## config.mk

```make
export PLATFORM = sky130hd
export DESIGN_NAME = nccw_cost_unit
export DESIGN_NICKNAME = d
export VERILOG_FILES = /design/src/hdl/nccw_pkg.sv /design/src/hdl/nccw_cost_unit.sv
export SDC_FILE = /design/constraint.sdc
export NUM_CORES = 2
export LEC_CHECK = 0
export ABC_AREA = 1
export BUFFER_PORTS_ARGS = -buffer_cell sky130_fd_sc_hd__buf_2
export CORE_MARGIN = 2
export CORE_UTILIZATION = 50
export DETAILED_ROUTE_END_ITERATION = 7
export PLACE_DENSITY_LB_ADDON = 0.3
export SLEW_MARGIN = 20
export SYNTH_ARGS = -nofsm -noshare
export SYNTH_HDL_FRONTEND = slang
export SYNTH_SLANG_ARGS = --single-unit
export TNS_END_PERCENT = 1
```

## constraint.sdc

```tcl
create_clock -name clk_i -period 3.4 [get_ports clk_i]
set_input_delay 0.34 -clock clk_i [delete_from_list [all_inputs] [get_ports clk_i]]
set_output_delay 0.34 -clock clk_i [all_outputs]
set_load 0.01 [all_outputs]
```

## src/hdl/nccw_pkg.sv

```systemverilog
`timescale 1ns / 1ps
// Shared types, widths and codes of the nearest-center weighted cost block.
// No dependencies; every other file imports this package.
package nccw_pkg;

  localparam int COORD_W  = 16;
  localparam int WEIGHT_W = 16;
  localparam int SQ_W     = 32;
  localparam int ACC_W    = 36;
  localparam int WD_W     = 52;
  localparam int TOT_W    = 64;
  localparam int CIDX_W   = 3;
  localparam int DIDX_W   = 4;
  localparam int NCFG_W   = 4;
  localparam int NDIM_W   = 5;
  localparam int APB_AW   = 3;
  localparam int APB_DW   = 32;

  localparam logic [NCFG_W-1:0] CENTERS_RST = 4'd8;
  localparam logic [NDIM_W-1:0] DIMS_RST    = 5'd16;

  typedef enum logic {
    CMD_LOAD  = 1'b0,
    CMD_POINT = 1'b1
  } nccw_cmd_e;

  // Register index, taken from paddr[2]
  typedef enum logic {
    REG_ACTIVE_CENTERS = 1'b0,
    REG_ACTIVE_DIMS    = 1'b1
  } nccw_reg_e;

  typedef struct packed {
    logic start;
    logic commit;
    logic last;
  } nccw_cost_ctl_t;

endpackage

```

## src/hdl/nccw_cost_unit.sv

```systemverilog
`timescale 1ns / 1ps
// Weighting multiply and saturating running total of weighted distances.
// Depends on nccw_pkg for widths and the control struct.
module nccw_cost_unit import nccw_pkg::*; (
  input  logic                clk_i,
  input  logic                rst_ni,
  input  nccw_cost_ctl_t      ctl_i,
  input  logic [ACC_W-1:0]    best_i,
  input  logic [WEIGHT_W-1:0] weight_i,
  output logic [WD_W-1:0]     wd_o,
  output logic [TOT_W-1:0]    total_o,
  output logic                done_o
);

  logic [WD_W-1:0]  wd_q;
  logic [TOT_W-1:0] tot_q;
  logic [TOT_W-1:0] total_q;
  logic             p1_q;
  logic             done_q;
  logic [TOT_W:0]   sum;

  assign sum = {1'b0, total_q} + (TOT_W + 1)'(wd_q);

  always_ff @(posedge clk_i) begin
    if (ctl_i.start) begin
      wd_q <= WD_W'(best_i) * WD_W'(weight_i);
    end
    if (p1_q) begin
      tot_q <= sum[TOT_W] ? '1 : sum[TOT_W-1:0];
    end
  end

  always_ff @(posedge clk_i or negedge rst_ni) begin
    if (!rst_ni) begin
      p1_q    <= 1'b0;
      done_q  <= 1'b0;
      total_q <= '0;
    end else begin
      p1_q <= ctl_i.start;
      if (p1_q) begin
        done_q <= 1'b1;
      end else if (ctl_i.commit) begin
        done_q  <= 1'b0;
        total_q <= ctl_i.last ? '0 : tot_q;
      end
    end
  end

  assign wd_o    = wd_q;
  assign total_o = tot_q;
  assign done_o  = done_q;

endmodule

```

### Word level (Yosys, flattened, before mapping)

Cells that the tools add are included.

* register bits: 182
* input bits: 57
* output and inout port bits: 117
* word-level logic and storage cells: 13

* add/sub/neg operators: 1
* $mul: 1
* muxes and demuxes: 3
* bitwise logic cells: 1
* reductions and logical operators: 2

Operator list (number)
* $add A64 B52 Y65: 1
* $mux W64: 1
* $mul A36 B16 Y52: 1
* $mux W1: 2
* $reduce_and A2 Y1: 1
* $reduce_bool A2 Y1: 1
* $not A1 Y1: 1

### Depth between registers and ports, before layout

* word-level depth: 2
* depth in mapped cells: 29
* depth with buffers taken out: 27

### Worst setup path after synthesis

Ideal clock, no wire load.

* kind: input-to-reg
* from: input weight_i[1]
* to: register wd_q[39] (netlist: wd_o[39]), data pin
* library setup time: 0.252 ns
* data arrival time: 5.301 ns
* required time: 3.148 ns
* path slack: -2.154 ns
* stages on the path: 24
* buffers on the path: 2
* path through: clkbuf_1 -> clkbuf_1 -> nand2_1 -> fa_1 -> inv_1 -> fa_1 -> inv_1 -> fa_1 -> inv_1 -> fa_1 -> fa_1 -> inv_1 -> fa_1 -> inv_1 -> ha_1 -> nand2_1 -> nor2_1 -> inv_1 -> nor2_1 -> inv_1 -> nor4_1 -> nand2_1 -> nand3_1 -> nand2_1

* word-level cells in the longest chain between the ends: 1

Ends and longest elaborated chain
* from (decl): RTL line nccw_cost_unit.sv:9 `input logic [WEIGHT_W-1:0] weight_i,`
* $mul A36 B16 Y52: RTL line nccw_cost_unit.sv:26 `wd_q <= WD_W'(best_i) * WD_W'(weight_i);`
* to (signal assigned): RTL line nccw_cost_unit.sv:26
* to (decl): RTL line nccw_cost_unit.sv:15 `logic [WD_W-1:0] wd_q;`

Every way passes these cells.
A chain may end at the register's enable or synchronous reset.

### Worst setup path after layout

* from: input weight_i[7]
* to: register wd_q[44] (netlist: wd_o[44]), data pin

The elaborated chain is that of the path after synthesis.

==> results.py <==
metrics = {
    "outcome": {
        "status": "finished, violations left",
        "violations": "negative setup slack",
    },
    "clock_tree": {
        "clkLatencyLatePin_ps": 460,
        "clk_path_buf_depth": 2,
        "cts_inserted_buffers": 17,
        "htreeDepth": 4,
        "cts_tree": "built",
        "cts.clk_slew.worst_paths_ps": 70,
        "cts_root_buf": "clkbuf_16",
        "cts_sinks": 182,
    },
    "synth": {
        "yosysTopAreaCell": "fa_1",
        "netlist_top_cells_area": "fa_1 30%, nand2_1 17%, inv_1 14%",
        "synth_edf_count": 116,
        "synth_top_area_frac": 0.3046,
        "syn-cell-area_um2": 31220,
        "ys_warn_count": 0,
        "yosysSeqAreaShare": 0.1645,
        "avgSynthCellArea_um2": 7.158,
        "synth-seq-cells": 182,
        "synth-main-ff-cell": "edfxtp_1",
        "syn-num-nets": 5069,
        "synth_cell_types": 33,
        "async_reset_ff_frac": 0.3626,
        "syn_inst": 4361,
    },
    "detailed_routing": {
        "drt_iter0_markers": 2155,
        "vias": 27880,
        "firstDrtPassIters": 7,
        "ant_nets": 0,
        "wl_per_cell_um": 17.40,
        "route.detailed.drc": 0,
        "wl_mm": 96.19,
        "post_drt_via_cell_ratio": 5.042,
    },
    "cells_and_area": {
        "final_nets": 5385,
        "area_growth_pct": 18.33,
        "fillers": 5723,
        "postLayoutCoreUtil": 0.5986,
        "regArea_um2": 5139,
        "final_layout_size_suffix_gt1_frac": 0.1501,
        "layoutNonFillerInstCount": 5529,
        "final_cell_mix": "1403 x nand2_1, 1161 x inv_1, 463 x fa_1, 277 x buf_4, 189 x nand3_1",
        "layout_commonest_cell": "nand2_1",
        "multi_input_area_um2": 22110,
    },
    "critical_path": {
        "r2r_cells": 12,
        "worstPathMaxFanout": 8,
        "cpPeakStageDelay_ps": 590,
        "worst_path_most_repeated_cell": "fa_1",
        "cp-end-kind": "flop",
        "arrival_ps": 5290,
        "r2r_start": "wd_o[42]",
        "start_kind": "primary input",
        "worstPathRequired_ps": 3620,
        "crit_chain": "buf_12 > buf_16 > buf_4 > nand2_1 > fa_1 > fa_1 > fa_1 > fa_1 > inv_1 > fa_1 > fa_1 > ha_4 > a21oi_1 > o21ai_0 > a21oi_1 > o21a_1 > nand3_1 > nand2_1 > nand2_1",
        "rrSetupSlack_ps": 520,
        "slowest_stage": "fa_1",
        "r2r-end": "total_o[18]",
        "path_class": "primary input to flop",
    },
    "floorplanning": {
        "die_x_um": 253.9,
        "start_util": 0.5059,
        "coreArea_um2": 61710,
        "die_y_um": 253.9,
        "placementRows": 91,
        "die-area_um2": 64450,
        "io_pins": 174,
    },
    "grt": {
        "gr-total-overflow": 0,
        "antenna_found_initial": 1,
        "grt_max_degree": 54,
        "grt.total_usage": 0.3055,
        "grt_pass1_wl_mm": 152.7,
        "grt_pass1_vias": 28620,
    },
    "timing": {
        "setup_viol": 45,
        "timing.slew.headroom": 0.4563,
        "min_period_over_period": 1.494,
        "fmax_mhz": 196.9,
        "max_slew.worst_pin.slew_ps": 815.5,
        "rsz0062_at_grt": "yes",
        "fin_tns_setup_ps": -65720,
        "slew_viol_final": 0,
        "layout_setup_ws_ps": -1678,
        "clock_skew_ps": 15.09,
        "hold_viol_final": 0,
        "fin_crit_ps": 5078,
    },
    "placed_design": {
        "gp_congestion": 1.016,
        "io_buffers": 173,
        "place_ws_ps": -2520,
        "place_inst": 5485,
        "dpl.hpwl_mm": 79.61,
    },
    "job": {
        "drv_cap": 0,
    },
    "hold_path": {
        "hold_class": "primary input to asynchronous set/reset pin",
    },
}
==> worst max-delay path: cells and delay by family <==
| family | cells | cell delay [ps] |
|---|---|---|
| adder cells (fa/ha/maj) | 7 | 3320 |
| AO/OA/AOI/OAI | 4 | 860 |
| buffers and inverters | 4 | 480 |
| AND/OR/NAND/NOR | 4 | 250 |
==> flip-flops by register name, summed over array words and instances (netlist names) <==
register	count
total_o	64
p1_q	1
done_o	1
wd_o	52
total_q	64
==> logic make-up (layout without fill, tap and decap cells) <==
| logic type | Yosys count | count (layout) | share of synthesized area |
|---|---|---|---|
| adders and majority gates | 651 | 651 | 0.3752 |
| DFF | 182 | 182 | 0.1645 |
| buffers and inverters | 1341 | 1670 | 0.1627 |
| xor gates and xnor gates | 63 | 63 | 0.01768 |
| and+or+nand+nor | 1902 | 1902 | 0.2425 |
| AOI/OAI and AO/OA | 222 | 222 | 0.03752 |
| other | 0 | 2 | 0 |
==> cell type report <==
class                   instances  area share
diodes                          2   0.0001355
multi-input cells            2838      0.5985
repair buffers                464     0.09833
clock inverters                10    0.002879
inverters                    1174      0.1193
well taps                     837     0.02835
flip-flops and latches        182      0.1391
clock buffers                  22     0.01341
==> what timing repair did <==
action                                  CTS  global route
endpoints found under the setup margin   47            46
hold endpoints to repair                 21             0
pin swaps                                44            47
hold buffers                              1             0
gates resized for setup                 172           106
gates cloned                              2             4
buffers inserted                          1             2
==> worst max-delay path by stage <==
stage | from | to | slack (ps)
finish | weight_i[7] | wd_o[44] | -1680
global route | best_i[26] | wd_o[48] | -1860
CTS | weight_i[7] | wd_o[51] | -1620
detailed placement | weight_i[2] | wd_o[43] | -2520
global placement | weight_i[1] | wd_o[43] | -2420
floorplan | weight_i[6] | wd_o[39] | -1770
==> layer usage <==
metal  track usage  up-vias  share of wire
li1              -    13280              -
met1        0.3987    13510           0.42
met2        0.5333      910           0.48
met3       0.03145      181          0.064
met4       0.09882        0          0.038
met5             0        -              0
==> stage by stage <==
stage / instance area [um2] / hold WS [ps]
2_1_floorplan: 32130 / 44.41
3_3_place_gp: 35090 / 355.1
3_5_place_dp: 35090 / 366.9
4_1_cts: 36500 / 407.7
5_1_grt: 36930 / 462.8
6_report: 36940 / 405.4
==> cells in the mapped netlist, types with 2 or more instances <==
cell type / n
nor3_1: 18
ha_1: 176
buf_6: 6
nand3_1: 192
a21oi_1: 101
nand4_1: 31
edfxtp_1: 116
nand2_1: 1447
o21ai_0: 100
a21o_1: 4
buf_1: 5
nor2_1: 184
clkbuf_1: 156
o21a_1: 12
fa_1: 475
or2_2: 2
dfrtp_1: 66
xor2_1: 55
nor4_1: 6
inv_1: 1173
and2_1: 4
nand3b_1: 9
nand2_2: 5
nor3b_1: 2
xnor2_1: 8
Power is left out: the tool's default activity adds up to more than one toggle a clock period on the data nets, which glitch-free logic cannot reach.
