**config.mk**
```make
export PLATFORM = sky130hd
export DESIGN_NAME = nccw_sq_unit
export DESIGN_NICKNAME = d
export VERILOG_FILES = /design/src/hdl/nccw_pkg.sv /design/src/hdl/nccw_sq_unit.sv
export SDC_FILE = /design/constraint.sdc
export NUM_CORES = 1
export LEC_CHECK = 0
export BUFFER_PORTS_ARGS = -buffer_cell sky130_fd_sc_hd__buf_2
export CAP_MARGIN = 20
export CORE_UTILIZATION = 55
export DETAILED_ROUTE_END_ITERATION = 10
export MAX_ROUTING_LAYER = met4
export PLACE_DENSITY = 0.75
export REMOVE_ABC_BUFFERS = 1
export SETUP_SLACK_MARGIN = 0.5
export SYNTH_ARGS = -nofsm -noshare
export SYNTH_HDL_FRONTEND = slang
export SYNTH_SLANG_ARGS = --single-unit
```
**constraint.sdc**
```tcl
create_clock -name clk_i -period 10.7 [get_ports clk_i]
set_clock_uncertainty 0.1 [all_clocks]
set_input_delay 1.605 -clock clk_i [delete_from_list [all_inputs] [get_ports clk_i]]
set_output_delay 1.605 -clock clk_i [all_outputs]
set_load 0.01 [all_outputs]
```
**src/hdl/nccw_pkg.sv**
```systemverilog
`timescale 1ns / 1ps
// Shared types, widths and codes of the nearest-center weighted cost block.
// No dependencies; every other file imports this package.
package nccw_pkg;

  localparam int COORD_W  = 16;
  localparam int WEIGHT_W = 16;
  localparam int SQ_W     = 32;
  localparam int ACC_W    = 36;
  localparam int WD_W     = 52;
  localparam int TOT_W    = 64;
  localparam int CIDX_W   = 3;
  localparam int DIDX_W   = 4;
  localparam int NCFG_W   = 4;
  localparam int NDIM_W   = 5;
  localparam int APB_AW   = 3;
  localparam int APB_DW   = 32;

  localparam logic [NCFG_W-1:0] CENTERS_RST = 4'd8;
  localparam logic [NDIM_W-1:0] DIMS_RST    = 5'd16;

  typedef enum logic {
    CMD_LOAD  = 1'b0,
    CMD_POINT = 1'b1
  } nccw_cmd_e;

  // Register index, taken from paddr[2]
  typedef enum logic {
    REG_ACTIVE_CENTERS = 1'b0,
    REG_ACTIVE_DIMS    = 1'b1
  } nccw_reg_e;

  typedef struct packed {
    logic start;
    logic commit;
    logic last;
  } nccw_cost_ctl_t;

endpackage

```
**src/hdl/nccw_sq_unit.sv**
```systemverilog
`timescale 1ns / 1ps
// Shared difference-and-square unit, one registered stage.
// Depends on nccw_pkg for widths.
module nccw_sq_unit import nccw_pkg::*; (
  input  logic                      clk_i,
  input  logic                      en_i,
  input  logic                      active_i,
  input  logic signed [COORD_W-1:0] x_i,
  input  logic signed [COORD_W-1:0] c_i,
  output logic [SQ_W-1:0]           sq_o
);

  logic signed [COORD_W:0] diff;
  logic [COORD_W:0]        neg;
  logic [COORD_W-1:0]      mag;
  logic [SQ_W-1:0]         sq_q;

  always_comb begin
    diff = {x_i[COORD_W-1], x_i} - {c_i[COORD_W-1], c_i};
    neg  = -diff;
    // |diff| never exceeds 2^16-1, so the low bits hold it
    mag  = diff[COORD_W] ? neg[COORD_W-1:0] : diff[COORD_W-1:0];
  end

  always_ff @(posedge clk_i) begin
    if (en_i) begin
      sq_q <= active_i ? (SQ_W'(mag) * SQ_W'(mag)) : '0;
    end
  end

  assign sq_o = sq_q;

endmodule

```
# ---- After elaboration in Yosys (flattened, before gate mapping)
# Cells that the tools add are included.
dict set report op_classes {
  multipliers 1
  muxes 1
  add_sub_neg 2
}
# cell n
set op_table {}
lappend op_table {{16-bit by 16-bit multiplier with 32-bit output} 1}
lappend op_table {{16-bit by 16-bit subtractor with 17-bit output} 1}
lappend op_table {{16-bit 2-to-1 mux} 1}
lappend op_table {{16-bit negator} 1}
dict set report word_totals {
  in_bits 35
  output_inout_bits 32
  regBits 32
}

# ---- Longest topological paths before layout
dict set report depth {
  depth_word 4
  ltp_mapped 39
  depth_no_buf 36
}

# ---- Worst setup path before layout
# OpenSTA, ideal clock, no wires.
dict set report synth_path {
  kind {in2reg}
  from {input x_i[0]}
  to {register sq_q[31] (netlist: sq_o[31]) (data pin)}
  setup_time_ns 0.255
  stages 33
  arrival_time_ns 9.581
  path_buffers 0
  path_slack_ns 0.764
  required_ns 10.345
  path_cell_list {inv_1 -> ha_1 -> fa_1 -> nor2b_4 -> o22ai_2 -> xnor2_1 -> a211oi_2 -> nand4_2 -> nor4_1 -> a21oi_1 -> xor2_1 -> inv_2 -> nand2_1 -> fa_1 -> fa_1 -> inv_1 -> fa_1 -> fa_1 -> fa_1 -> inv_1 -> fa_1 -> inv_1 -> ha_1 -> a21o_1 -> a21oi_1 -> o21ai_0 -> a22o_1 -> a41o_1 -> o21a_1 -> a221oi_1 -> xor2_1 -> nand4_1 -> and3b_1}
}
dict set report synth_via {
  elab_chain_cells 4
}
# element line
set synth_lines {}
lappend synth_lines {{start, declared} nccw_sq_unit.sv:8} ;# input logic signed [COORD_W-1:0] x_i,
lappend synth_lines {{16-bit by 16-bit subtractor with 17-bit output (*)} nccw_sq_unit.sv:19} ;# diff = {x_i[COORD_W-1], x_i} - {c_i[COORD_W-1], c_i};
lappend synth_lines {{16-bit negator} nccw_sq_unit.sv:20} ;# neg = -diff;
lappend synth_lines {{16-bit 2-to-1 mux (*)} nccw_sq_unit.sv:22} ;# mag = diff[COORD_W] ? neg[COORD_W-1:0] : diff[COORD_W-1:0];
lappend synth_lines {{16-bit by 16-bit multiplier with 32-bit output (*)} nccw_sq_unit.sv:27} ;# sq_q <= active_i ? (SQ_W'(mag) * SQ_W'(mag)) : '0;
lappend synth_lines {{end signal, assigned} nccw_sq_unit.sv:27}
lappend synth_lines {{end, declared} nccw_sq_unit.sv:16} ;# logic [SQ_W-1:0] sq_q;
# Mark *: on every way between the ends. The rest lies on a longest branch, timed or not.
# A chain may end at the register's enable or synchronous reset.

# ---- Worst setup path after layout
dict set report layout_path {
  from {input c_i[3]}
  to {register sq_q[31] (netlist: sq_o[31]) (data pin)}
}
dict set report layout_via {
  elab_chain_cells 4
}
# element line
set layout_lines {}
lappend layout_lines {{start, declared} nccw_sq_unit.sv:9} ;# input logic signed [COORD_W-1:0] c_i,
lappend layout_lines {{16-bit by 16-bit subtractor with 17-bit output (*)} nccw_sq_unit.sv:19}
lappend layout_lines {{16-bit negator} nccw_sq_unit.sv:20}
lappend layout_lines {{16-bit 2-to-1 mux (*)} nccw_sq_unit.sv:22}
lappend layout_lines {{16-bit by 16-bit multiplier with 32-bit output (*)} nccw_sq_unit.sv:27}
# Marks and branches as above.

==> impl_results.md <==
- Status: finished, violations left
- Failing checks: DRC
- Max reg flops: 31
- GRT overflow: 0
- Post-synth ARST share: 0%
- Setup crit end kind: flip-flop
- Total number of vias: 7754
- RSZ-0062 raised after global routing: true
- FILL cells: 1482
- Final cell count without fillers: 1416
- DR iter-0 viols: 527
- Crit path from: c_i[3]
- Register area: 931 µm²
- GRT Resource Usage Total: 26.4%
- H-Tree Depth: 2
- DRT Pass-1 Iters: 8
- Initial antenna violation count: 0
- Setup-failing EPs final: 0
- Post-synth EDFFs: 31
- CTS Root Cell: clkbuf_16
- Seq/Total Area, Yosys: 9.66%
- #FFs+latches synth: 31
- Mapped Area: 9630 µm²
- Met2 Use GR: 44.5%
- Vias in the first global route: 7912
- Synth Flop Type: edfxtp_1
- Worst-Margin Slew: 0.812 ns
- DRC viols: 2
- Critical Path AT: 9.93 ns
- Layout cells sized above 1: 17.3%
- Nets: 1502
- Multi-input logic area: 7880 µm²
- Total die area: 18000 µm²
- Data required, critical path: 10.68 ns
- Die Wd: 134 µm
- Die Ht: 134 µm
- Synth warn: 0
- Slowest cell on crit path: fa_1
- Slew HR: 45.9%
- Gate Count Post-Synth: 1086
- Crit-path max cell delay: 0.59 ns
- Clock transition at path regs: 0.08 ns
- Routability cong.: 0.920
- Worst-case clock buffer depth: 2
- Post-route clock period utilization: 93.0%
- Global-route track usage on met1: 32.3%
- Placed Cells: 1379
- Global routing's busiest layer: met2
- CP Class: in -> reg
- Area grow syn2layout: 13.6%
- Hold buffers post-CTS: 0
- IO Count: 67
- Final ANT Viol Nets: 0
- CTS sink cnt: 31
- Max Transition Viols Final: 0
- Met3 Track Usage GR: 3.06%
- Inserted Clock Buffers: 5
- CTS tree: yes
- Count of input and output buffers: 65
- Rows: 48
- CP endpoint: sq_o[31]$_SDFFCE_PN0P_
- Hold Path Class: in -> reg
- Final hold vios: 0
- Largest net degree at the start of global routing: 33
- Initial core utilization: 56.1%
- Total Wirelength: 22000 µm
- Most used cell, CP: fa_1
- Unique masters post-synth: 69
- Post-layout min period: 9.95 ns
- Core ar.: 17200 µm²
- Syn_area_per_cell: 8.87 µm²
- First-pass GRT wire length: 36300 µm
- Startpoint type of the worst setup path: primary input
- Setup TNS: 0 ns
- Hpwl dp: 17600 µm
- Routed wire per std cell: 15.5 µm
- Avg Vias per Cell: 5.48
- CP Max Fanout: 7
- Max Cap Viol: 0
- Fmax: 100 MHz
- N_diodes: 0
-- synthesized netlist by cell type, drive strengths merged, types with 2 or more instances --
cell type    n  area [µm²]
buf         16        97.6
xnor2       27         274
clkinv       3        11.3
and3b        5        43.8
o21a         8        60.1
mux2i        2        20.0
xor2        18         158
nand2b      16         100
nand4        6        43.8
clkbuf      14        52.6
fa         167        3340
o21ai       28         140
nor3b        2        15.0
edfxtp      31         931
a221oi       3        26.3
o211ai       4        35.0
or3          5        31.3
a21o        22         165
ha         110        1380
a22oi        4        30.0
inv        240         901
a31oi        9        62.6
nand3       17        90.1
a21oi       32         168
and2        23         144
nor2       112         420
and3        10        67.6
nor3        17        90.1
a211oi       8        75.1
nor2b        5        38.8
o2111ai      2        23.8
nand2       89         334
nor4         2        12.5
o21bai       2        15.0
or4          2        15.0
o211a        2        20.0
or2          8        50.1
o22ai        2        18.8
-- kinds of logic after synthesis --
group	count (synthesis)	share of synthesized area (%)
AO/OA/AOI/OAI	136	9.90
flip-flops	31	9.66
other	1	0.0389
AND/OR/NAND/NOR	321	15.7
multiplexers	2	0.208
XOR/XNOR	45	4.48
adder cells (fa/ha/maj)	277	49.0
buffers and inverters	273	11.0
-- cell usage in the layout (no fill, tap or decap), types with 3 or more instances in the layout --
cell type  count
nor2_1       109
and2_4         3
nand3_1       16
a21oi_1       29
edfxtp_1      31
clkbuf_16      5
ha_1         109
nand4_1        5
o21ai_0       21
xnor2_4        3
o21ai_1        6
o211ai_1       3
inv_2         10
fa_1         165
a21o_1        22
xor2_1        17
inv_1        232
xnor2_2        8
a31oi_1        7
nand2_1       87
and2_1        20
and3b_1        4
xnor2_1       16
nor3_1        13
and3_1         9
nor2b_1        4
a21oi_2        3
buf_2         66
a211oi_2       3
or2_2          6
a211oi_1       5
nand2b_1      16
buf_4         58
or3_1          4
o21a_1         7
-- how the worst min path moves through the flow --
stage                              to  cells after the start                   start  slack, ns
2_1_floorplan   sq_o[0]$_SDFFCE_PN0P_                      0                    en_i       1.62
4_1_cts        sq_o[31]$_SDFFCE_PN0P_                      1                    en_i       1.86
5_1_grt         sq_o[4]$_SDFFCE_PN0P_                      1                    en_i       1.90
3_5_place_dp                 sq_o[21]                      1  sq_o[21]$_SDFFCE_PN0P_       1.91
6_report       sq_o[31]$_SDFFCE_PN0P_                      1                    en_i       1.85
3_3_place_gp                 sq_o[10]                      1  sq_o[10]$_SDFFCE_PN0P_       1.91
-- through the flow --
step | worst slack [ns] | cell area (µm²) | hold WS [ns] | utilization [%]
final | 0.749 | 10900 | 1.85 | 63.7
after CTS | 0.537 | 10500 | 1.86 | 61.4
after floorplan | 0.252 | 9480 | 1.62 | -
after global placement | -0.0542 | 10300 | 1.91 | 60.2
after detailed placement | -0.170 | 10300 | 1.91 | 60.2
after global routing | 0.358 | 10900 | 1.90 | 63.7
-- layout make-up --
class                      count  share of cell area (%)
sequential                    31                    8.50
clock inverter                 1                  0.0457
tap                          225                    2.57
multi-input combinational    782                    72.0
clock buffer                   7                    1.21
inverter                     243                    8.36
timing repair buffer         127                    7.30
-- timing repair --
action	in CTS	in global routing
setup buffers	2	25
pin swaps	3	18
setup endpoints to repair	2	8
cloned	0	2
resized for setup	9	51
-- routing by layer --
| metal | wire length, µm | up-vias |
|---|---|---|
| met5 | 0 | - |
| met4 | 803 | 0 |
| met3 | 1220 | 60 |
| met2 | 11100 | 245 |
| met1 | 8920 | 3820 |
| li1 | - | 3629 |
-- worst max-delay path: cells and delay by family --
| kind | cells | cell delay (ns) |
|---|---|---|
| XOR/XNOR | 3 | 0.70 |
| adder cells (fa/ha/maj) | 8 | 3.80 |
| AO/OA/AOI/OAI | 12 | 2.52 |
| AND/OR/NAND/NOR | 4 | 1.03 |
| buffers and inverters | 5 | 0.27 |
Power is not shown: default switching activity piles up to over one toggle a cycle in this logic, so the estimate is an artifact.
